**src/rtl/osnl_pkg.sv**
```systemverilog
// Shared types and constants of the option string number lookup unit.
// No dependencies; every file but osnl_channels takes names from here by scope.
package osnl_pkg;

    localparam int KEY_IDX_W   = 4;
    localparam int CFG_INDEX_W = 2;
    localparam int QUEUE_DEPTH = 2;   // power of two
    localparam int QUEUE_PTR_W = $clog2(QUEUE_DEPTH);
    localparam int QUEUE_CNT_W = $clog2(QUEUE_DEPTH + 1);

    // configuration register indexes
    localparam logic [CFG_INDEX_W-1:0] REG_KEY_TEXT       = 2'd0;
    localparam logic [CFG_INDEX_W-1:0] REG_KEY_LENGTH     = 2'd1;
    localparam logic [CFG_INDEX_W-1:0] REG_DEFAULT_NUMBER = 2'd2;

    // outcome codes
    localparam logic [1:0] OUT_ABSENT  = 2'd0;
    localparam logic [1:0] OUT_DEC     = 2'd1;
    localparam logic [1:0] OUT_HEX     = 2'd2;
    localparam logic [1:0] OUT_BAD_HEX = 2'd3;

    // one classified character as it travels from front to back
    typedef struct packed {
        logic [7:0] ch;
        logic       is_zero;
        logic       is_comma;
        logic       is_equal;
        logic       is_space;
        logic       is_ws;
        logic       is_digit;
        logic       is_hex;
        logic       is_x;
        logic       is_plus;
        logic       is_minus;
        logic [3:0] nibble;
    } byte_class_t;

endpackage

```
**src/rtl/osnl_channels.sv**
```systemverilog
// Valid/ready channel interfaces for the character input and the result output.
// No dependencies.
interface osnl_in_if;
    logic       valid;
    logic       ready;
    logic [7:0] text_byte;

    modport source (output valid, output text_byte, input ready);
    modport sink   (input valid, input text_byte, output ready);
endinterface

interface osnl_out_if;
    logic               valid;
    logic               ready;
    logic signed [31:0] number;
    logic [1:0]         outcome;

    modport source (output valid, output number, output outcome, input ready);
    modport sink   (input valid, input number, input outcome, output ready);
endinterface

```
**src/rtl/osnl_front.sv**
```systemverilog
// Front end: accepts characters and classifies them into one registered request.
// Depends on osnl_pkg and osnl_channels.
module osnl_front (
    input  logic                 clk,
    input  logic                 rst_n,
    osnl_in_if.sink              text,
    output logic                 item_valid,
    input  logic                 item_ready,
    output osnl_pkg::byte_class_t item
);

    localparam logic [7:0] CH_COMMA = 8'h2C;
    localparam logic [7:0] CH_EQUAL = 8'h3D;
    localparam logic [7:0] CH_SPACE = 8'h20;
    localparam logic [7:0] CH_X     = 8'h78;
    localparam logic [7:0] CH_PLUS  = 8'h2B;
    localparam logic [7:0] CH_MINUS = 8'h2D;
    localparam logic [7:0] CH_0     = 8'h30;
    localparam logic [7:0] CH_9     = 8'h39;
    localparam logic [7:0] CH_UA    = 8'h41;
    localparam logic [7:0] CH_UF    = 8'h46;
    localparam logic [7:0] CH_LA    = 8'h61;
    localparam logic [7:0] CH_LF    = 8'h66;
    localparam logic [7:0] CH_TAB   = 8'h09;
    localparam logic [7:0] CH_CR    = 8'h0D;

    osnl_pkg::byte_class_t cls;
    osnl_pkg::byte_class_t item_reg;
    logic                  valid_reg;
    logic [7:0]            c;
    logic                  upper;
    logic                  lower;

    assign c     = text.text_byte;
    assign upper = (c >= CH_UA) && (c <= CH_UF);
    assign lower = (c >= CH_LA) && (c <= CH_LF);

    always_comb
    begin
        cls          = '0;
        cls.ch       = c;
        cls.is_zero  = (c == 8'h00);
        cls.is_comma = (c == CH_COMMA);
        cls.is_equal = (c == CH_EQUAL);
        cls.is_space = (c == CH_SPACE);
        cls.is_ws    = (c == CH_SPACE) || ((c >= CH_TAB) && (c <= CH_CR));
        cls.is_digit = (c >= CH_0) && (c <= CH_9);
        cls.is_hex   = cls.is_digit || upper || lower;
        cls.is_x     = (c == CH_X);
        cls.is_plus  = (c == CH_PLUS);
        cls.is_minus = (c == CH_MINUS);
        // letters map to 10..15, digits to 0..9
        if (upper || lower)
        begin
            cls.nibble = 4'(c[2:0] + 3'd1) + 4'd8;
        end
        else
        begin
            cls.nibble = c[3:0];
        end
    end

    assign text.ready = !valid_reg || item_ready;
    assign item_valid = valid_reg;
    assign item       = item_reg;

    always_ff @(posedge clk or negedge rst_n)
    begin
        if (!rst_n)
        begin
            valid_reg <= 1'b0;
        end
        else if (text.valid && text.ready)
        begin
            valid_reg <= 1'b1;
        end
        else if (item_ready)
        begin
            valid_reg <= 1'b0;
        end
    end

    always_ff @(posedge clk)
    begin
        if (text.valid && text.ready)
        begin
            item_reg <= cls;
        end
    end

endmodule

```
**src/rtl/osnl_queue.sv**
```systemverilog
// Short request queue between the front end and the back end.
// Depends on osnl_pkg.
module osnl_queue (
    input  logic                  clk,
    input  logic                  rst_n,
    input  logic                  push_valid,
    output logic                  push_ready,
    input  osnl_pkg::byte_class_t push_item,
    output logic                  pop_valid,
    input  logic                  pop_ready,
    output osnl_pkg::byte_class_t pop_item
);

    osnl_pkg::byte_class_t                entry_mem [osnl_pkg::QUEUE_DEPTH];
    logic [osnl_pkg::QUEUE_PTR_W-1:0]     wr_ptr_reg;
    logic [osnl_pkg::QUEUE_PTR_W-1:0]     rd_ptr_reg;
    logic [osnl_pkg::QUEUE_CNT_W-1:0]     count_reg;
    logic                                 push;
    logic                                 pop;

    assign push_ready = (count_reg != osnl_pkg::QUEUE_CNT_W'(osnl_pkg::QUEUE_DEPTH));
    assign pop_valid  = (count_reg != '0);
    assign pop_item   = entry_mem[rd_ptr_reg];
    assign push       = push_valid && push_ready;
    assign pop        = pop_valid && pop_ready;

    always_ff @(posedge clk or negedge rst_n)
    begin
        if (!rst_n)
        begin
            wr_ptr_reg <= '0;
            rd_ptr_reg <= '0;
            count_reg  <= '0;
        end
        else
        begin
            if (push)
            begin
                wr_ptr_reg <= wr_ptr_reg + 1'b1;
            end
            if (pop)
            begin
                rd_ptr_reg <= rd_ptr_reg + 1'b1;
            end
            if (push && !pop)
            begin
                count_reg <= count_reg + 1'b1;
            end
            else if (pop && !push)
            begin
                count_reg <= count_reg - 1'b1;
            end
        end
    end

    always_ff @(posedge clk)
    begin
        if (push)
        begin
            entry_mem[wr_ptr_reg] <= push_item;
        end
    end

endmodule

```
**src/rtl/osnl_back.sv**
```systemverilog
// Back end: walks the entry/name/value state per request and registers the result.
// Depends on osnl_pkg and osnl_channels.
module osnl_back #(
    parameter int KEY_CHARS   = 8,
    parameter int VALUE_CHARS = 31
) (
    input  logic                  clk,
    input  logic                  rst_n,
    input  logic                  item_valid,
    output logic                  item_ready,
    input  osnl_pkg::byte_class_t item,
    input  logic [63:0]           key_text,
    input  logic [3:0]            key_length,
    input  logic [31:0]           default_number,
    osnl_out_if.source            result
);

    localparam int VCW = $clog2(VALUE_CHARS + 1);
    localparam logic [VCW-1:0] VMAX = VCW'(VALUE_CHARS);
    localparam logic [osnl_pkg::KEY_IDX_W-1:0] KEY_MAX = osnl_pkg::KEY_IDX_W'(KEY_CHARS);

    typedef enum logic [2:0] {
        PH_START, PH_SPACES, PH_NAME, PH_SKIP, PH_VLEAD, PH_VZERO, PH_HEX, PH_DEC
    } phase_t;

    typedef enum logic [1:0] {
        MD_UNDEC, MD_DIGITS, MD_STOPPED, MD_BAD
    } mode_t;

    phase_t                          phase_reg, phase_next;
    logic [osnl_pkg::KEY_IDX_W-1:0]  key_index_reg, key_index_next;
    logic                            still_eq_reg, still_eq_next;
    logic [VCW-1:0]                  vcnt_reg, vcnt_next;
    logic [31:0]                     acc_reg, acc_next;
    mode_t                           mode_reg, mode_next;
    logic                            neg_reg, neg_next;
    logic                            found_reg, found_next;
    logic                            out_valid_reg;
    logic [31:0]                     number_reg, number_next;
    logic [1:0]                      outcome_reg, outcome_next;

    logic [osnl_pkg::KEY_IDX_W-1:0]  eff_len;
    logic                            name_match;
    logic [7:0]                      key_byte;
    logic                            out_free;
    logic                            pop;
    logic                            in_value;
    logic [31:0]                     acc_x10;

    assign eff_len    = (key_length > KEY_MAX) ? KEY_MAX : key_length;
    assign name_match = still_eq_reg && (key_index_reg == eff_len);
    assign key_byte   = key_text[{key_index_reg[2:0], 3'b000} +: 8];
    assign out_free   = !out_valid_reg || result.ready;
    assign item_ready = !item.is_zero || out_free;
    assign pop        = item_valid && item_ready;
    assign in_value   = (phase_reg == PH_VLEAD) || (phase_reg == PH_VZERO) ||
                        (phase_reg == PH_HEX) || (phase_reg == PH_DEC);

    assign result.valid   = out_valid_reg;
    assign result.number  = $signed(number_reg);
    assign result.outcome = outcome_reg;

    always_comb
    begin
        logic        do_dec;
        mode_t       dk;
        logic        dn;
        logic [31:0] da;
        logic        bare;
        logic        f_e;
        phase_t      p_e;
        logic        n_e;
        logic [31:0] a_e;
        mode_t       m_e;

        phase_next     = phase_reg;
        key_index_next = key_index_reg;
        still_eq_next  = still_eq_reg;
        vcnt_next      = vcnt_reg;
        acc_next       = acc_reg;
        mode_next      = mode_reg;
        neg_next       = neg_reg;
        found_next     = found_reg;
        number_next    = number_reg;
        outcome_next   = outcome_reg;
        do_dec         = 1'b0;
        dk             = mode_reg;
        dn             = neg_reg;
        da             = acc_reg;
        bare           = 1'b0;
        f_e            = found_reg;
        p_e            = phase_reg;
        n_e            = neg_reg;
        a_e            = acc_reg;
        m_e            = mode_reg;

        if (item.is_zero)
        begin
            // a trailing bare name that matches counts as found with zero
            bare = ((phase_reg == PH_SPACES) || (phase_reg == PH_NAME)) && name_match;
            if (bare)
            begin
                f_e = 1'b1;
                p_e = PH_DEC;
                n_e = 1'b0;
                a_e = '0;
                m_e = MD_STOPPED;
            end
            if (!f_e)
            begin
                number_next  = default_number;
                outcome_next = osnl_pkg::OUT_ABSENT;
            end
            else if (p_e == PH_HEX)
            begin
                if (m_e == MD_BAD)
                begin
                    number_next  = default_number;
                    outcome_next = osnl_pkg::OUT_BAD_HEX;
                end
                else
                begin
                    number_next  = a_e;
                    outcome_next = osnl_pkg::OUT_HEX;
                end
            end
            else if (p_e == PH_DEC)
            begin
                number_next  = n_e ? (32'd0 - a_e) : a_e;
                outcome_next = osnl_pkg::OUT_DEC;
            end
            else
            begin
                number_next  = '0;
                outcome_next = osnl_pkg::OUT_DEC;
            end
            // clear for the next string
            phase_next     = PH_START;
            key_index_next = '0;
            still_eq_next  = 1'b1;
            vcnt_next      = '0;
            acc_next       = '0;
            mode_next      = MD_UNDEC;
            neg_next       = 1'b0;
            found_next     = 1'b0;
        end
        else if (in_value)
        begin
            if (vcnt_reg >= VMAX)
            begin
                // drop characters past the value limit
            end
            else if (item.is_comma)
            begin
                vcnt_next = VMAX;
            end
            else
            begin
                vcnt_next = vcnt_reg + 1'b1;
                case (phase_reg)
                    PH_VLEAD:
                    begin
                        if (item.ch == 8'h30)
                        begin
                            phase_next = PH_VZERO;
                        end
                        else if (!item.is_space)
                        begin
                            phase_next = PH_DEC;
                            do_dec     = 1'b1;
                            dk         = MD_UNDEC;
                            dn         = 1'b0;
                        end
                    end
                    PH_VZERO:
                    begin
                        if (item.is_x)
                        begin
                            phase_next = PH_HEX;
                            acc_next   = '0;
                            mode_next  = MD_UNDEC;
                            neg_next   = 1'b0;
                        end
                        else
                        begin
                            phase_next = PH_DEC;
                            do_dec     = 1'b1;
                            dk         = MD_DIGITS;
                            dn         = 1'b0;
                            da         = '0;
                        end
                    end
                    PH_HEX:
                    begin
                        if (mode_reg != MD_BAD)
                        begin
                            if (item.is_hex)
                            begin
                                acc_next = {acc_reg[27:0], item.nibble};
                            end
                            else
                            begin
                                mode_next = MD_BAD;
                            end
                        end
                    end
                    default:
                    begin
                        do_dec = 1'b1;
                    end
                endcase
            end
        end
        else if (phase_reg == PH_SKIP)
        begin
            if (item.is_comma)
            begin
                phase_next     = PH_START;
                key_index_next = '0;
                still_eq_next  = 1'b1;
            end
        end
        else if (((phase_reg == PH_START) || (phase_reg == PH_SPACES)) && item.is_space)
        begin
            phase_next = PH_SPACES;
        end
        else if (item.is_comma)
        begin
            if (name_match)
            begin
                found_next = 1'b1;
                phase_next = PH_DEC;
                mode_next  = MD_STOPPED;
                neg_next   = 1'b0;
                acc_next   = '0;
                vcnt_next  = VMAX;
            end
            else
            begin
                phase_next     = PH_START;
                key_index_next = '0;
                still_eq_next  = 1'b1;
            end
        end
        else if (item.is_equal)
        begin
            if (name_match)
            begin
                found_next = 1'b1;
                phase_next = PH_VLEAD;
                vcnt_next  = '0;
                acc_next   = '0;
                mode_next  = MD_UNDEC;
                neg_next   = 1'b0;
            end
            else
            begin
                phase_next = PH_SKIP;
            end
        end
        else
        begin
            if (still_eq_reg && (key_index_reg < eff_len) && (key_byte == item.ch))
            begin
                key_index_next = key_index_reg + 1'b1;
            end
            else
            begin
                still_eq_next = 1'b0;
            end
            phase_next = PH_NAME;
        end

        // atoi step: skip blanks, one sign, then digits until a non-digit
        acc_x10 = {da[28:0], 3'b000} + {da[30:0], 1'b0} + {28'd0, item.nibble};
        if (do_dec)
        begin
            mode_next = dk;
            neg_next  = dn;
            acc_next  = da;
            case (dk)
                MD_UNDEC:
                begin
                    if (item.is_ws)
                    begin
                        mode_next = MD_UNDEC;
                    end
                    else if (item.is_plus)
                    begin
                        mode_next = MD_DIGITS;
                        neg_next  = 1'b0;
                    end
                    else if (item.is_minus)
                    begin
                        mode_next = MD_DIGITS;
                        neg_next  = 1'b1;
                    end
                    else if (item.is_digit)
                    begin
                        acc_next  = {28'd0, item.nibble};
                        mode_next = MD_DIGITS;
                        neg_next  = 1'b0;
                    end
                    else
                    begin
                        mode_next = MD_STOPPED;
                        neg_next  = 1'b0;
                    end
                end
                MD_DIGITS:
                begin
                    if (item.is_digit)
                    begin
                        acc_next = acc_x10;
                    end
                    else
                    begin
                        mode_next = MD_STOPPED;
                    end
                end
                default:
                begin
                    mode_next = dk;
                end
            endcase
        end
    end

    always_ff @(posedge clk or negedge rst_n)
    begin
        if (!rst_n)
        begin
            phase_reg     <= PH_START;
            key_index_reg <= '0;
            still_eq_reg  <= 1'b1;
            vcnt_reg      <= '0;
            acc_reg       <= '0;
            mode_reg      <= MD_UNDEC;
            neg_reg       <= 1'b0;
            found_reg     <= 1'b0;
            out_valid_reg <= 1'b0;
        end
        else
        begin
            if (pop)
            begin
                phase_reg     <= phase_next;
                key_index_reg <= key_index_next;
                still_eq_reg  <= still_eq_next;
                vcnt_reg      <= vcnt_next;
                acc_reg       <= acc_next;
                mode_reg      <= mode_next;
                neg_reg       <= neg_next;
                found_reg     <= found_next;
            end
            if (pop && item.is_zero)
            begin
                out_valid_reg <= 1'b1;
            end
            else if (result.ready)
            begin
                out_valid_reg <= 1'b0;
            end
        end
    end

    always_ff @(posedge clk)
    begin
        if (pop && item.is_zero)
        begin
            number_reg  <= number_next;
            outcome_reg <= outcome_next;
        end
    end

`ifndef SYNTHESIS
    a_clear_after_end: assert property (@(posedge clk) disable iff (!rst_n)
        (pop && item.is_zero) |=> (phase_reg == PH_START && !found_reg && vcnt_reg == '0))
        else $error("state not cleared after end of string");

    a_result_follows_end: assert property (@(posedge clk) disable iff (!rst_n)
        (pop && item.is_zero) |=> out_valid_reg)
        else $error("no result after end of string");

    a_no_overwrite: assert property (@(posedge clk) disable iff (!rst_n)
        (pop && item.is_zero) |-> (!out_valid_reg || result.ready))
        else $error("result overwritten while stalled");

    a_value_count_bound: assert property (@(posedge clk) disable iff (!rst_n)
        vcnt_reg <= VMAX)
        else $error("value count past limit");

    a_value_implies_found: assert property (@(posedge clk) disable iff (!rst_n)
        (phase_reg == PH_VLEAD || phase_reg == PH_VZERO || phase_reg == PH_HEX ||
         phase_reg == PH_DEC) |-> found_reg)
        else $error("value phase without a matched key");
`endif

endmodule

```
**src/rtl/option_string_number_lookup_unit.sv**
```systemverilog
// A zero byte passes the front register and the queue; the back end registers its result.
// Throughput: one character per cycle, unless a zero byte waits for a pending result.
// The front register, request queue and output register let either side stall alone.
// Reset clears all parse state, empties the queue, drops any pending result and
// zeroes the key, key length and default registers.
module option_string_number_lookup_unit #(
    parameter int KEY_CHARS   = 8,
    parameter int VALUE_CHARS = 31
) (
    input  logic                               clk,
    input  logic                               rst_n,
    input  logic                               cfg_write,
    input  logic [osnl_pkg::CFG_INDEX_W-1:0]   cfg_index,
    input  logic [63:0]                        cfg_data,
    osnl_in_if.sink                            text,
    osnl_out_if.source                         result
);

    logic [63:0]           key_text_reg;
    logic [3:0]            key_length_reg;
    logic [31:0]           default_reg;

    logic                  f_valid;
    logic                  f_ready;
    osnl_pkg::byte_class_t f_item;
    logic                  q_valid;
    logic                  q_ready;
    osnl_pkg::byte_class_t q_item;

    always_ff @(posedge clk or negedge rst_n)
    begin
        if (!rst_n)
        begin
            key_text_reg   <= '0;
            key_length_reg <= '0;
            default_reg    <= '0;
        end
        else if (cfg_write)
        begin
            case (cfg_index)
                osnl_pkg::REG_KEY_TEXT:       key_text_reg   <= cfg_data;
                osnl_pkg::REG_KEY_LENGTH:     key_length_reg <= cfg_data[3:0];
                osnl_pkg::REG_DEFAULT_NUMBER: default_reg    <= cfg_data[31:0];
                default:
                begin
                    key_text_reg <= key_text_reg;
                end
            endcase
        end
    end

    osnl_front u_front (
        .clk        (clk),
        .rst_n      (rst_n),
        .text       (text),
        .item_valid (f_valid),
        .item_ready (f_ready),
        .item       (f_item)
    );

    osnl_queue u_queue (
        .clk        (clk),
        .rst_n      (rst_n),
        .push_valid (f_valid),
        .push_ready (f_ready),
        .push_item  (f_item),
        .pop_valid  (q_valid),
        .pop_ready  (q_ready),
        .pop_item   (q_item)
    );

    osnl_back #(
        .KEY_CHARS   (KEY_CHARS),
        .VALUE_CHARS (VALUE_CHARS)
    ) u_back (
        .clk            (clk),
        .rst_n          (rst_n),
        .item_valid     (q_valid),
        .item_ready     (q_ready),
        .item           (q_item),
        .key_text       (key_text_reg),
        .key_length     (key_length_reg),
        .default_number (default_reg),
        .result         (result)
    );

endmodule

```
**src/flat_wrapper.sv**
```systemverilog
// flat-port wrapper written by rule: the top's interface ports become plain ports
module option_string_number_lookup_unit_flat 
#(
    parameter int KEY_CHARS   = 8,
    parameter int VALUE_CHARS = 31
)
  (clk, rst_n, cfg_write, cfg_index, cfg_data, text_valid, text_text_byte, text_ready, result_valid, result_number, result_outcome, result_ready);
  osnl_in_if text_i ();
  osnl_out_if result_i ();
  input  logic clk;
  input  logic rst_n;
  input  logic cfg_write;
  input  logic [osnl_pkg::CFG_INDEX_W-1:0] cfg_index;
  input  logic [63:0] cfg_data;
  input wire logic [$bits(text_i.valid)-1:0] text_valid;
  input wire logic [$bits(text_i.text_byte)-1:0] text_text_byte;
  output wire logic [$bits(text_i.ready)-1:0] text_ready;
  output wire logic [$bits(result_i.valid)-1:0] result_valid;
  output wire logic [$bits(result_i.number)-1:0] result_number;
  output wire logic [$bits(result_i.outcome)-1:0] result_outcome;
  input wire logic [$bits(result_i.ready)-1:0] result_ready;
  assign text_i.valid = text_valid;
  assign text_i.text_byte = text_text_byte;
  assign text_ready = text_i.ready;
  assign result_valid = result_i.valid;
  assign result_number = result_i.number;
  assign result_outcome = result_i.outcome;
  assign result_i.ready = result_ready;
  option_string_number_lookup_unit #(.KEY_CHARS(KEY_CHARS), .VALUE_CHARS(VALUE_CHARS)) u_core (.clk(clk), .rst_n(rst_n), .cfg_write(cfg_write), .cfg_index(cfg_index), .cfg_data(cfg_data), .text(text_i), .result(result_i));
endmodule
```
**config.mk**
```make
export PLATFORM = sky130hd
export DESIGN_NAME = option_string_number_lookup_unit_flat
export DESIGN_NICKNAME = d
export VERILOG_FILES = /design/src/rtl/osnl_pkg.sv /design/src/rtl/osnl_channels.sv /design/src/rtl/osnl_front.sv /design/src/rtl/osnl_queue.sv /design/src/rtl/osnl_back.sv /design/src/rtl/option_string_number_lookup_unit.sv /design/src/flat_wrapper.sv
export SDC_FILE = /design/constraint.sdc
export NUM_CORES = 1
export LEC_CHECK = 0
export ABC_AREA = 1
export CAP_MARGIN = 25
export CORE_ASPECT_RATIO = 0.5
export CORE_MARGIN = 2
export CORE_UTILIZATION = 30
export DETAILED_ROUTE_END_ITERATION = 16
export DONT_BUFFER_PORTS = 1
export GPL_TIMING_DRIVEN = 0
export PLACE_DENSITY = 0.54
export SLEW_MARGIN = 20
export SYNTH_ARGS = -nofsm -noshare
export SYNTH_HDL_FRONTEND = slang
export SYNTH_SLANG_ARGS = --single-unit
```
**constraint.sdc**
```tcl
create_clock -name clk -period 4.3 [get_ports clk]
set_input_delay 0.43 -clock clk [delete_from_list [all_inputs] [get_ports clk]]
set_output_delay 0.43 -clock clk [all_outputs]
set_load 0.05 [all_outputs]
```
# Word-level counts from Yosys, hierarchy flattened
# Memory sizes are Yosys's and may differ from the RTL's.
# Cells that the tools add are included.
# word_totals
ramBits,44
elab_cells,330
rom_bits,0
output_inout_bits,36
latchBits,0
input_bits,79
ff_bits,211
mem_count,1
# op_classes
mux,164
n_div,0
bitwise_logic,0
shifts,1
add_sub_neg,11
eq_ne,54
order_cmp,11
n_reduce_logical,57
n_mul,0
# memory_table
memory,depth,width,rd,rd_clocked_by_memory_dff,write_ports,line,rtl
u_core.u_queue.entry_mem,2,22,1,0,1,osnl_queue.sv:14,osnl_pkg::byte_class_t entry_mem [osnl_pkg::QUEUE_DEPTH];
# op_table
cell,n
2-to-1 mux 32 bit,31
case mux 32 bit (2 select lines),2
indexed part select 64 x 7 -> 8 bit,1
2-to-1 mux 2 bit,30
2-to-1 mux 1 bit,59
2-to-1 mux 5 bit,10
equality test 8 x 6 -> 1 bit (second input constant),6
2-to-1 mux 3 bit,15
2-to-1 mux 4 bit,11
adder 32 bit,1
adder 32 x 4 -> 32 bit,1
subtractor 1 x 32 -> 32 bit (first input constant),1
AND reduction 7 bit,3
inequality test 4 bit (second input constant),5
equality test 3 bit (second input constant),6
>= comparator 8 x 7 -> 1 bit (second input constant),2
less-or-equal comparator 8 x 7 -> 1 bit (second input constant),2
inequality test 4 x 3 -> 1 bit (second input constant),4
logical AND 1 bit,15
inequality test 3 bit (second input constant),5
inequality test 5 x 3 -> 1 bit (second input constant),3
logical OR 1 bit,12
inequality test 4 x 2 -> 1 bit (second input constant),3
case mux 2 bit (2 select lines),3
43 further kinds,67

# Longest topological paths before layout
# Gate-level depths: netlist (run 1).
# An unclocked memory read counts as a cell.
# depth
depth_word,13
depth_mapped,27
ltp_nobuf,25

# By module
# From an unflattened synthesis (run 1), not the netlist that was laid out.
# hier_totals
hier_cells,2330
area_unflattened_um2,17017.6
# modules_own_cells
mod,cells_per_inst,n_inst,seq_area_each_um2,area_each_um2
osnl_back,1637,1,2273.4,10018.4
option_string_number_lookup_unit,440,1,2502.4,4028.9
osnl_queue,143,1,1421.4,1824.2
osnl_front,110,1,685.7,1146.1

# Least setup slack after synthesis (run 1)
# OpenSTA, ideal clock, no wires.
# synth_path
kind,reg-to-reg
start,reg u_core.u_back.vcnt_reg[0]
end,reg u_core.u_back.acc_reg[14]
required_time_ns,4.179
stages_incl_launch_ff,25
synth_period_minus_slack_ns,3.739
setup_ns,0.121
path_slack_ns,0.561
path_buffers,1
arrival_time_ns,3.618
cell_sequence,dfrtp_1 > ha_1 > nand2_1 > nor2_1 > ha_1 > a21oi_1 > nand3_2 > clkbuf_1 > nand2_1 > inv_1 > fa_1 > fa_1 > nand2_1 > nand3_1 > nand3_1 > nand2_1 > nand2_1 > nand2_1 > or2_2 > nand3_1 > o21ai_0 > nand2_1 > o21ai_0 > nand2_1 > a21boi_1
# synth_between
elab_chain_len,10
word_cells_on_any_way,31
cone_classes,add/sub (2); order compare (1); eq/ne (9); mux (16); reduce/logical (3)
# synth_lines
element,line,rtl
from (decl),osnl_back.sv:33,"logic [VCW-1:0] vcnt_reg, vcnt_next;"
from (signal assigned),osnl_back.sv:350,vcnt_reg <= vcnt_next;
>= comparator 5 bit *,osnl_back.sv:149,if (vcnt_reg >= VMAX)
branches (longest 9 deep; another with adder 32 bit),-,
to (signal assigned),osnl_back.sv:351,acc_reg <= acc_next;
to (decl),osnl_back.sv:34,"logic [31:0] acc_reg, acc_next;"
# Every way passes the cells marked *.
# A chain may end at the register's enable or synchronous reset.

# Worst setup path in the final report (run 1)
# layout_path
start,reg u_core.u_back.vcnt_reg[0]
end,reg u_core.u_back.acc_reg[29]
# The elaborated chain is that of the path after synthesis.

==> results.txt, run 1 <==
----------------------------------------------------
[Logic synthesis]
  Per-instance average area after synthesis ... 7.488 um2
  Share of synthesized area occupied by flip-flops and latches ... 41.13%
  Total number of yosys warnings ... 0
  Share of synthesized registers carrying an async set or reset ... 60.78%
  Most area-consuming cells after synthesis ... dfrtp_1, edfxtp_1, nand2_1
  Most frequently used flop master after synthesis ... dfrtp_1
  Register bit total from synthesis ... 255
  Cell taking the most area after synthesis ... dfrtp_1
  Yosys top cell area share ... 23.03%
  Most instantiated cells after synthesis ... nand2_1, inv_1, nor2_1, o21ai_0, dfrtp_1
  Synthesized instance count ... 2235
  Syn Nets ... 2387
  Area of the mapped netlist ... 16730 um2
  Count of different cell masters after synthesis ... 65
  Number of flops mapped to enable cells by yosys ... 100
  Cell with the most instances after synthesis ... nand2_1

[Final layout]
  Post-synthesis to final-layout area growth ... 14.53%
  Final Instance Area ... 19170 um2
  Share of post-route cells with drive strength above 1 ... 9.208%
  Number of flip-flops under the largest register name ... 64
  Net count, final ... 2466

[Drt]
  Total via count in the routed design ... 15170
  Average detailed-routed wire length per instance ... 16.93 um
  Number of nets with antenna violations after detailed routing ... 0
  Count of unresolved DRC violations after routing ... 0
  Wire length after detailed routing ... 52360 um
  Vias per inst ... 4.906
  1st-iter DRT viols ... 1153
  First-pass DRT Iterations ... 6

[Timing]
  Max Fclk ... 245.2 MHz
  Time the worst path needs with I/O delays and setup ... 4.078 ns
  Total setup violations reported at the end of the flow ... 0
  Fin. max-slew vios ... 0
  Tightest Pin Transition ... 0.9882 ns
  Worst Setup Slack, final ... 0.2219 ns
  Number of hold-slack violations in the final timing report ... 0
  Maximum clock skew at final layout ... 0.01525 ns
  Final worst path period share ... 94.84%
  Remaining max-slew budget at the tightest pin ... 34.12%
  Minimum hold slack ... 0.07309 ns

[Floorplanning]
  Placement row count ... 61
  Core area ... 55330 um2
  Die area ... 57800 um2
  I/O pin count ... 115
  Die Wd ... 338.0 um
  Starting utilization of the core area ... 30.24%
  Die height ... 171.0 um

[Setup path]
  Kind of critical path ... reg2reg
  Worst setup SP type ... register
  Maximum fanout encountered on the critical timing path ... 10
  Worst Setup End Kind ... register
  Arr. time, crit path ... 4.53 ns
  Worst Path Required ... 4.75 ns

[Placed design]
  Worst slack after detailed placement ... -0.2916 ns
  DP Area ... 17700 um2
  Estimated wirelength of the detail-placed design ... 40980 um
  RePlAce Congestion ... 0.9393
  PortBufs ... 0

[Pwr]
  Max VDD drop ... 0.3374 mV
  Sw Share ... 51.44%
  Clock group share of total power ... 13.8%
  Psw ... 8405 uW
  Combinational share of power ... 57.8%
  Proportion of power drawn by flip-flops and latches ... 28.4%
  Leakage dissipation ... 0.009180 uW
  Power density relative to cell area ... 852.5 nW/um2
  Cell internal pwr ... 7934 uW

[Clock tree]
  Insertion delay to the later sink of the worst-skew pair ... 0.57 ns
  # clock sinks ... 255
  Number of buffers created by CTS ... 27
  H-tree lvl count ... 1
  Register clock-pin slew on the reported worst setup and hold paths ... 0.06 ns
  CTS tree ... yes
  Buffers from clock root to sink, at most ... 3
  Root buffer cell ... clkbuf_16

[GRT]
  Number of antenna violations at the first check in global routing ... 2
  Wire length of the first global-routing pass ... 80590 um
  Largest net degree at the start of global routing ... 156
  Via count of the first global-routing pass ... 14180
  Grt ovf ... 0
  GR Util All Layers ... 17.82%

[Run]
  Max-cap violation count ... 0

[Status]
  Outcome ... finished clean

[Hold path]
  Hold crit path type ... in2reg

----------------------------------------------------
[power groups by stage]
| stage | logic, uW | registers [uW] | clock network [uW] |
|---|---|---|---|
| 2_1_floorplan | 6840 | 4410 | 0 |
| 3_3_place_gp | 9010 | 4680 | 0 |
| 3_5_place_dp | 9090 | 4680 | 0 |
| 4_1_cts | 9210 | 4640 | 2300 |
| 5_1_grt | 10700 | 4710 | 2400 |
| 6_report | 9440 | 4640 | 2260 |
[layer usage]
layer	up-vias	part of all wire, %	track usage [%]
met4	0	1.8	3.865
li1	7488	-	-
met3	54	5.6	2.822
met5	-	0	0
met1	7226	47	24.97
met2	406	45	28.90
[cell type report]
| class | count | area, um2 |
|---|---|---|
| fillers | 5883 | 36170 |
| multi-input cells | 1614 | 8473 |
| flip-flops and latches | 255 | 6883 |
| inverters | 288 | 1086 |
| well taps | 756 | 945.9 |
| clock buffers | 35 | 739.5 |
| repair buffers | 50 | 503.0 |
| plain buffers | 78 | 426.7 |
| clock inverters | 15 | 105.1 |
| diodes | 2 | 5.005 |
[stage by stage]
stage                     setup TNS, ns  instances  power, uW  utilization [%]
final                                 0       3093      16340            34.64
after global routing           -0.09931       3093      17790            34.64
after CTS                             0       3087      16150            34.40
after detailed placement         -1.269       2991      13770            31.98
after global placement           -1.006       2991      13690            31.95
after floorplan                       0       2235      11260                -
[path summary, 6_finish.rpt]
check	depth (start not counted)	endpoint	slack, ns	startpoint
worst max-delay path	23	u_core.u_back.acc_reg[29]$_DFFE_PN0P_	0.22	u_core.u_back.vcnt_reg[0]$_DFFE_PN0P_
worst min-delay path	2	u_core.default_reg[27]$_DFFE_PN0P_	0.07	cfg_data[27]
worst max register to register	23	u_core.u_back.acc_reg[29]$_DFFE_PN0P_	0.22	u_core.u_back.vcnt_reg[0]$_DFFE_PN0P_
worst min register to register	0	u_core.u_queue.entry_mem[1][10]$_DFFE_PP_	0.45	u_core.u_front.item[10]$_DFFE_PP_
max in group asynchronous	2	u_core.key_text_reg[46]$_DFFE_PN0P_	3.03	rst_n
min in group asynchronous	2	u_core.u_back.acc_reg[23]$_DFFE_PN0P_	0.45	rst_n
[timing repair]
item / CTS / global route
hold buffers: 44 / 0
resized for setup: 5 / 27
endpoints found under the hold margin: 197 / 0
endpoints found under the setup margin: 12 / 19
pin swaps: 1 / 3
setup buffers: 2 / 4
[cells in the final DEF (no fill, tap or decap), types with 8 or more instances in the layout]
| cell | synthesis | layout |
|---|---|---|
| edfxtp_1 | 100 | 100 |
| buf_4 | 3 | 9 |
| a21boi_1 | 31 | 31 |
| o21ai_0 | 167 | 166 |
| buf_6 | 10 | 10 |
| nand3b_1 | 9 | 9 |
| inv_2 | 12 | 14 |
| nand3_1 | 139 | 137 |
| or2_2 | 8 | 8 |
| nand4_1 | 19 | 19 |
| nor2_1 | 229 | 223 |
| nor3_1 | 16 | 16 |
| o21ai_1 | 26 | 27 |
| a21oi_1 | 90 | 88 |
| clkbuf_1 | 30 | 32 |
| nand2_1 | 644 | 635 |
| o211ai_1 | 10 | 10 |
| nor2_2 | 8 | 11 |
| mux2_2 | 32 | 32 |
| dlygate4sd3_1 | 0 | 43 |
| xor2_1 | 13 | 13 |
| buf_2 | 29 | 29 |
| ha_1 | 71 | 67 |
| nand2_2 | 7 | 16 |
| dfrtp_1 | 154 | 154 |
| clkbuf_16 | 0 | 27 |
| inv_1 | 274 | 272 |
[kinds of logic (layout without fill, tap and decap cells)]
family                   Yosys count  after routing  synth area share (%)
AND/OR/NAND/NOR                 1104           1104                 27.73
AO/OA/AOI/OAI                    382            382                 13.20
buffers and inverters            366            466                 8.972
flip-flops                       255            255                 41.13
adder cells (fa/ha/maj)           73             73                 5.548
multiplexers                      37             37                 2.475
XOR/XNOR                          18             18                0.9420
other                              0              2                     0
[worst max-delay path: stages (launching register included)]
cell and delay, ns:
dfrtp_1 0.41, ha_1 0.22, nand2_1 0.09, nor2_1 0.05
ha_1 0.21, a21oi_2 0.18, nand3_4 0.15, buf_4 0.19
buf_2 0.20, nand2_1 0.10, inv_1 0.09, ha_1 0.31
ha_1 0.36, a21oi_1 0.28, nand2_1 0.16, o21bai_1 0.22
a21oi_1 0.19, nand2_1 0.08, nand2_1 0.06, nand3_1 0.13
nand3_1 0.12, nand2_1 0.05, nand2_1 0.07, a21boi_1 0.06
No activity file was read; power rests on OpenSTA's default activity.
==> run 2: changes to the inputs <==
PLACE_DENSITY = 0.55   (was 0.54)
clock period = 3.45 ns   (was 4.3 ns; I/O delays follow)
==> run 2 against run 1 <==
The run now ends with negative hold slack, negative setup slack left. Highest routed layer unchanged. First-iteration DRC count rose by 11%. Die area unchanged. Maximum frequency grew 6.9%. Sequential share of layout area down 4.8 points. Clock-buffer cell count down 1. Critical path type unchanged. Routed wire length up 8.2%.
==> results.txt, run 2 (synthesis results as in run 1) <==
----------------------------------------------------
[Setup path]
  Maximum fanout encountered on the critical timing path ... 2 (-8)
  Arr. time, crit path ... 4.24 ns (-0.29 ns)
  Launching element of the worst setup path ... u_core.u_back.vcnt_reg[0]$_DFFE_PN0P_
  Reg2Reg Launch Point ... u_core.u_back.vcnt_reg[0]$_DFFE_PN0P_
  R2R Setup Slk ... -0.36 ns (-0.59 ns)
  Kind of critical path ... reg2reg
  Worst Reg2Reg Path Length in Cells ... 27 (+17%)
  Worst setup SP type ... register
  Worst Setup End Kind ... register
  CP Buf/Inv Count ... 23 (+20)
  Number of stages on the worst setup path ... 27 (+17%)
  Largest delay contributor family on the critical path ... buffers and inverters
  CP most frequent cell ... buf_4
  Capture point of the worst reg-to-reg path ... u_core.u_back.vcnt_reg[2]$_DFFE_PN0P_
  Library cell contributing the largest single delay on the critical path ... dfrtp_1
  CP peak stage delay ... 0.37 ns (-0.04 ns)
  Critical Path End ... u_core.u_back.vcnt_reg[2]$_DFFE_PN0P_
  Worst Path Required ... 3.88 ns (-0.87 ns)

[Clock tree]
  Insertion delay to the later sink of the worst-skew pair ... 0.56 ns (about the same)
  H-tree lvl count ... 1 (unchanged)
  # clock sinks ... 255 (unchanged)
  Buffers from clock root to sink, at most ... 3 (unchanged)
  CTS tree ... yes
  Register clock-pin slew on the reported worst setup and hold paths ... 0.07 ns (about the same)
  Number of buffers created by CTS ... 27 (unchanged)
  Root buffer cell ... clkbuf_16
  Number of hold buffers added after cts ... 50 (+14%)

[Final layout]
  Share of post-route cells with drive strength above 1 ... 25.24% (+16 points)
  Final cell count without fillers ... 3189 (+3.1%)
  Most common library cell in the layout ignoring fill and taps ... nand2_1
  Number of flip-flops under the largest register name ... 64 (unchanged)
  Most frequent cells in the layout ... nand2_1, inv_1, nor2_1
  Post-synthesis to final-layout area growth ... 32.27%
  Final antenna diode count ... 0 (-2)
  Net count, final ... 2564 (+4.0%)

[Drt]
  Wire length after detailed routing ... 56660 um (+8.2%)
  Highest metal layer with signal wires ... met4
  Number of nets with antenna violations after detailed routing ... 0 (unchanged)
  Total routed wire length on the met1 layer ... 25270 um (+2.5%)
  1st-iter DRT viols ... 1279 (+11%)
  Met3 WL ... 3138 um (+6.8%)
  Total via count in the routed design ... 15880 (+4.7%)
  Vias per inst ... 4.980 (+1.5%)
  Met2 Wirelength ... 26890 um (+13%)
  Average detailed-routed wire length per instance ... 17.77 um (+5.0%)
  Count of unresolved DRC violations after routing ... 0 (unchanged)
  First-pass DRT Iterations ... 9 (+3)

[Timing]
  Number of hold-slack violations in the final timing report ... 155 (+155)
  Remaining max-slew budget at the tightest pin ... 44.21% (+10 points)
  Final worst path period share ... 110.6% (+16 points)
  Time the worst path needs with I/O delays and setup ... 3.815 ns (-0.2636 ns)
  Unrepaired setup endpoints after global routing ... yes
  Worst Setup Slack, final ... -0.3646 ns (-0.5864 ns)
  Maximum clock skew at final layout ... 0.01622 ns (+0.0009715 ns)
  Total setup violations reported at the end of the flow ... 27 (+27)
  Tightest Pin Transition ... 0.8359 ns (-0.1523 ns)
  Minimum hold slack ... -0.4954 ns (-0.5685 ns)
  Max Fclk ... 262.2 MHz (+6.9%)
  Fin. max-slew vios ... 0 (unchanged)
  Total negative slack for setup checks ... -5.272 ns (-5.272 ns)

[Floorplanning]
  Die Wd ... 338.0 um (unchanged)
  Die height ... 171.0 um (unchanged)
  Die area ... 57800 um2 (unchanged)
  Core area ... 55330 um2 (unchanged)
  Starting utilization of the core area ... 30.24% (unchanged)
  I/O pin count ... 115 (unchanged)
  Placement row count ... 61 (unchanged)

[Placed design]
  PortBufs ... 0 (unchanged)
  Placed Instances ... 2991 (unchanged)
  RePlAce Congestion ... 0.9236 (-1.7%)
  Estimated wirelength of the detail-placed design ... 41440 um (+1.1%)

[Hold path]
  Hold crit path type ... in2async

[Status]
  Outcome ... finished with violations
  Violations in the final reports ... negative hold slack, negative setup slack

[GRT]
  Grt ovf ... 0 (unchanged)
  Wire length of the first global-routing pass ... 84240 um (+4.5%)
  Number of antenna violations at the first check in global routing ... 0 (-2)
  Largest net degree at the start of global routing ... 156 (unchanged)
  GR Util All Layers ... 18.61% (+0.79 points)
  Via count of the first global-routing pass ... 14890 (+5.0%)

[Run]
  Max-cap violation count ... 0 (unchanged)

----------------------------------------------------
[run 2: worst min-delay path by stage]
stage | start | endpoint | slack [ns] | cells after the start
final | rst_n | u_core.u_back.acc_reg[30]$_DFFE_PN0P_ | -0.50 | 0
after global routing | rst_n | u_core.u_back.acc_reg[30]$_DFFE_PN0P_ | -0.52 | 0
after CTS | rst_n | u_core.u_back.acc_reg[30]$_DFFE_PN0P_ | -0.52 | 0
after detailed placement | rst_n | u_core.u_back.acc_reg[29]$_DFFE_PN0P_ | 0.07 | 0
after global placement | rst_n | u_core.u_back.acc_reg[29]$_DFFE_PN0P_ | 0.07 | 0
after floorplan | rst_n | u_core.default_reg[0]$_DFFE_PN0P_ | 0.05 | 0
[run 2: timing repair]
| item | CTS | global route |
|---|---|---|
| gates cloned | 0 | 3 |
| endpoints found under the setup margin | 48 | 53 |
| gates resized for setup | 129 | 385 |
| hold endpoints to repair | 210 | 155 |
| setup buffers | 43 | 56 |
| pin swaps | 30 | 154 |
[run 2: final cells by class]
class / instances / area, um2
well taps: 756 / 945.9
multi-input cells: 1615 / 10420
fillers: 5529 / 33200
repair buffers: 148 / 1391
flip-flops and latches: 255 / 6883
plain buffers: 77 / 475.5
inverters: 288 / 1155
clock inverters: 16 / 146.4
clock buffers: 34 / 723.2
[run 2: routing by layer]
| metal | vias up | global-route usage, % |
|---|---|---|
| met5 | - | 0 |
| met4 | 0 | 4.522 |
| met3 | 82 | 2.890 |
| met2 | 397 | 30.92 |
| met1 | 7703 | 25.36 |
| li1 | 7700 | - |
[run 2: per-stage QoR]
stage	util, %	cell area (um2)	setup WS (ns)
3_3_place_gp	32.02	17720	-0.7254
6_report	40.00	22140	-0.3646
5_1_grt	40.00	22140	-0.4750
2_1_floorplan	-	16770	0.02729
3_5_place_dp	32.05	17730	-0.7751
4_1_cts	36.26	20060	-0.2944
Power of run 2 is left out: the tool's default activity adds up to more than one toggle a clock period on the data nets, which glitch-free logic cannot reach.
==> run 3: changes to the inputs <==
CTS_BUF_LIST = sky130_fd_sc_hd__clkbuf_16   (was not set)
PLACE_DENSITY = 0.5   (was 0.55)
==> run 3 against run 2 <==
The flow still finishes with violations (negative hold slack, negative setup slack). Utilization is 2.5 points lower. Worst hold slack worse by 0.011 ns. Via count is 4.1% lower. Cell area is 6.1% lower. Clock skew is 0.0019 ns higher. Non-clock buffer count is 67 lower. Cell count is 2.0% lower. Worst setup slack better by 0.11 ns. Register-to-register slack better by 0.11 ns. Maximum frequency is 3.0% higher. Critical path depth is 3 lower. Critical path type unchanged.
==> results.txt, run 3 (synthesis results as in run 1) <==
----------------------------------------------------
[Drt]
  Number of nets with antenna violations after detailed routing ... 0 (unchanged)
  Total via count in the routed design ... 15230 (-4.1%)
  Wire length after detailed routing ... 54760 um (-3.4%)
  First-pass DRT Iterations ... 5 (-4)
  Average detailed-routed wire length per instance ... 17.52 um (-1.4%)
  Vias per inst ... 4.873 (-2.1%)
  1st-iter DRT viols ... 996 (-22%)
  Count of unresolved DRC violations after routing ... 0 (unchanged)

[Timing]
  Final worst path period share ... 107.3% (-3.2 points)
  Maximum clock skew at final layout ... 0.01816 ns (+0.001935 ns)
  Total negative slack for setup checks ... -3.724 ns (+1.548 ns)
  Unrepaired setup endpoints after global routing ... yes
  Fin. max-slew vios ... 0 (unchanged)
  Time the worst path needs with I/O delays and setup ... 3.703 ns (-0.1117 ns)
  Max Fclk ... 270.1 MHz (+3.0%)
  Total setup violations reported at the end of the flow ... 25 (-7.4%)
  Number of hold-slack violations in the final timing report ... 155 (unchanged)
  Minimum hold slack ... -0.5060 ns (-0.01065 ns)
  Worst Setup Slack, final ... -0.2529 ns (+0.1117 ns)
  Tightest Pin Transition ... 0.8178 ns (-0.01814 ns)
  Remaining max-slew budget at the tightest pin ... 45.42% (+1.2 points)

[Placed design]
  DP Area ... 17760 um2 (+0.14%)
  PortBufs ... 0 (unchanged)
  Estimated wirelength of the detail-placed design ... 42070 um (+1.5%)
  RePlAce Congestion ... 0.9239 (about the same)

[Floorplanning]
  Die height ... 171.0 um (unchanged)
  Die Wd ... 338.0 um (unchanged)
  Die area ... 57800 um2 (unchanged)
  Core area ... 55330 um2 (unchanged)
  Starting utilization of the core area ... 30.24% (unchanged)
  Placement row count ... 61 (unchanged)
  I/O pin count ... 115 (unchanged)

[Setup path]
  CP most frequent cell ... nand2_2
  Maximum fanout encountered on the critical timing path ... 5 (+3)
  CP Buf/Inv Count ... 2 (-91%)
  Worst Setup End Kind ... register
  Cell-by-cell listing of the critical path ... ha_2 > nand2_2 > nor2_2 > ha_2 > a21oi_4 > nand3_4 > buf_6 > nand2_8 > inv_8 > fa_2 > fa_2 > nand2_4 > nand3_4 > nand3b_1 > nand3_2 > nand2_2 > nand2_4 > nand2_2 > nand3_2 > o21ai_1 > nand2_1 > o21ai_1 > nand2_1 > a21boi_2
  CP peak stage delay ... 0.51 ns (+0.14 ns)
  Worst setup SP type ... register
  Largest delay contributor family on the critical path ... adder cells
  Arr. time, crit path ... 4.20 ns (-0.04 ns)
  Worst Path Required ... 3.94 ns (+0.06 ns)
  Kind of critical path ... reg2reg
  Library cell contributing the largest single delay on the critical path ... fa_2

[Clock tree]
  Register clock-pin slew on the reported worst setup and hold paths ... 0.07 ns (about the same)
  # clock sinks ... 255 (unchanged)
  Buffers from clock root to sink, at most ... 3 (unchanged)
  H-tree lvl count ... 1 (unchanged)
  CTS tree ... yes
  Insertion delay to the later sink of the worst-skew pair ... 0.56 ns (about the same)
  Number of hold buffers added after cts ... 49 (-2.0%)
  Root buffer cell ... clkbuf_16
  Number of buffers created by CTS ... 28 (+3.7%)

[GRT]
  Grt ovf ... 0 (unchanged)
  Via count of the first global-routing pass ... 14820 (-0.49%)
  Number of antenna violations at the first check in global routing ... 2 (+2)
  Largest net degree at the start of global routing ... 156 (unchanged)
  Wire length of the first global-routing pass ... 84230 um (about the same)
  GR Util All Layers ... 18.64% (+0.028 points)

[Final layout]
  Net count, final ... 2498 (-2.6%)
  Number of flip-flops under the largest register name ... 64 (unchanged)
  Most common library cell in the layout ignoring fill and taps ... nand2_1
  Share of post-route cells with drive strength above 1 ... 17.65% (-7.6 points)
  Most frequent cells in the layout ... nand2_1, inv_1, nor2_1
  Count of filler cells inserted in the layout ... 5766 (+4.3%)
  Final Instance Area ... 20770 um2 (-6.1%)
  Post-synthesis to final-layout area growth ... 24.13%

[Hold path]
  Hold crit path type ... in2async

[Pwr]
  Power density relative to cell area ... 1122 nW/um2
  Max VDD drop ... 0.4029 mV
  Leakage dissipation ... 0.009552 uW

[Run]
  Max-cap violation count ... 0 (unchanged)

[Status]
  Outcome ... finished with violations
  Violations in the final reports ... negative hold slack, negative setup slack

----------------------------------------------------
## run 3: changes by cell type in the layout (fill, tap and decap cells not counted), sizes merged
cell	change
clkinv	-2
dlygate4sd3	-1
inv	+9
bufbuf	+1
buf	-67
diode	+2
clkbuf	-5
## run 3: timing repair
action / in CTS / in global routing
pin swaps: 57 / 45
cloned: 3 / 0
setup buffers: 20 / 10
endpoints found under the hold margin: 208 / 155
endpoints found under the setup margin: 57 / 41
gates resized for setup: 171 / 120
## run 3: worst register-to-register path, delay by kind of cell, from the launching register on
family,cells,cell delay [ns]
AO/OA/AOI/OAI,4,0.43
adder cells (fa/ha/maj),4,1.34
buffers and inverters,2,0.24
flip-flops,1,0.39
AND/OR/NAND/NOR,14,1.26
## run 3: stage by stage
step / setup WS [ns] / total power, uW / hold WS (ns) / instances / util (%)
after floorplan: 0.02729 / 14060 / 0.04941 / 2235 / -
after global placement: -0.8107 / 17250 / 0.05624 / 2991 / 32.02
after detailed placement: -0.8268 / 17320 / 0.05639 / 2993 / 32.09
after CTS: -0.3266 / 22180 / -0.5325 / 3116 / 36.53
after global routing: -0.4456 / 25220 / -0.5372 / 3126 / 37.54
final: -0.2529 / 23300 / -0.5060 / 3126 / 37.54
## run 3: final cells by class
type | instances | area [um2] | share of cell area (%)
Antenna cell | 2 | 5.005 | 0.02409
Buffer | 76 | 459.2 | 2.210
Clock buffer | 29 | 725.7 | 3.493
Clock inverter | 23 | 158.9 | 0.7649
Inverter | 288 | 1100 | 5.294
Multi-Input combinational cell | 1615 | 9659 | 46.50
Sequential cell | 255 | 6883 | 33.13
Tap cell | 756 | 945.9 | 4.553
Timing Repair Buffer | 82 | 837.1 | 4.029
## run 3: metal layers
metal | GRT usage [%] | part of all wire, % | up-vias
li1 | - | - | 7562
met1 | 24.37 | 44 | 7202
met2 | 32.23 | 48 | 369
met3 | 2.346 | 4.7 | 101
met4 | 5.507 | 3.4 | 0
met5 | 0 | 0 | -
## run 3: report_power, final
group | internal (uW) | total [uW] | leakage [uW] | switching, uW
Clock | 1660 | 2900 | 0.000459 | 1230
Combinational | 5570 | 14600 | 0.00623 | 9070
Sequential | 4330 | 5750 | 0.00286 | 1420
## run 3: final timing paths
path                                                            start  cells past startpoint                                        to  slack [ns]
worst max-delay path            u_core.u_back.vcnt_reg[0]$_DFFE_PN0P_                     24     u_core.u_back.acc_reg[12]$_DFFE_PN0P_       -0.25
worst min-delay path                                            rst_n                      0     u_core.u_queue.wr_ptr_reg$_DFFE_PN0P_       -0.51
worst max register to register  u_core.u_back.vcnt_reg[0]$_DFFE_PN0P_                     24     u_core.u_back.acc_reg[12]$_DFFE_PN0P_       -0.25
worst min register to register       u_core.u_front.item[6]$_DFFE_PP_                      0  u_core.u_queue.entry_mem[0][6]$_DFFE_PP_        0.44
max in group asynchronous                                       rst_n                      0    u_core.u_back.still_eq_reg$_DFFE_PN1P_        3.67
min in group clk                                         cfg_data[18]                      2        u_core.default_reg[18]$_DFFE_PN0P_        0.02
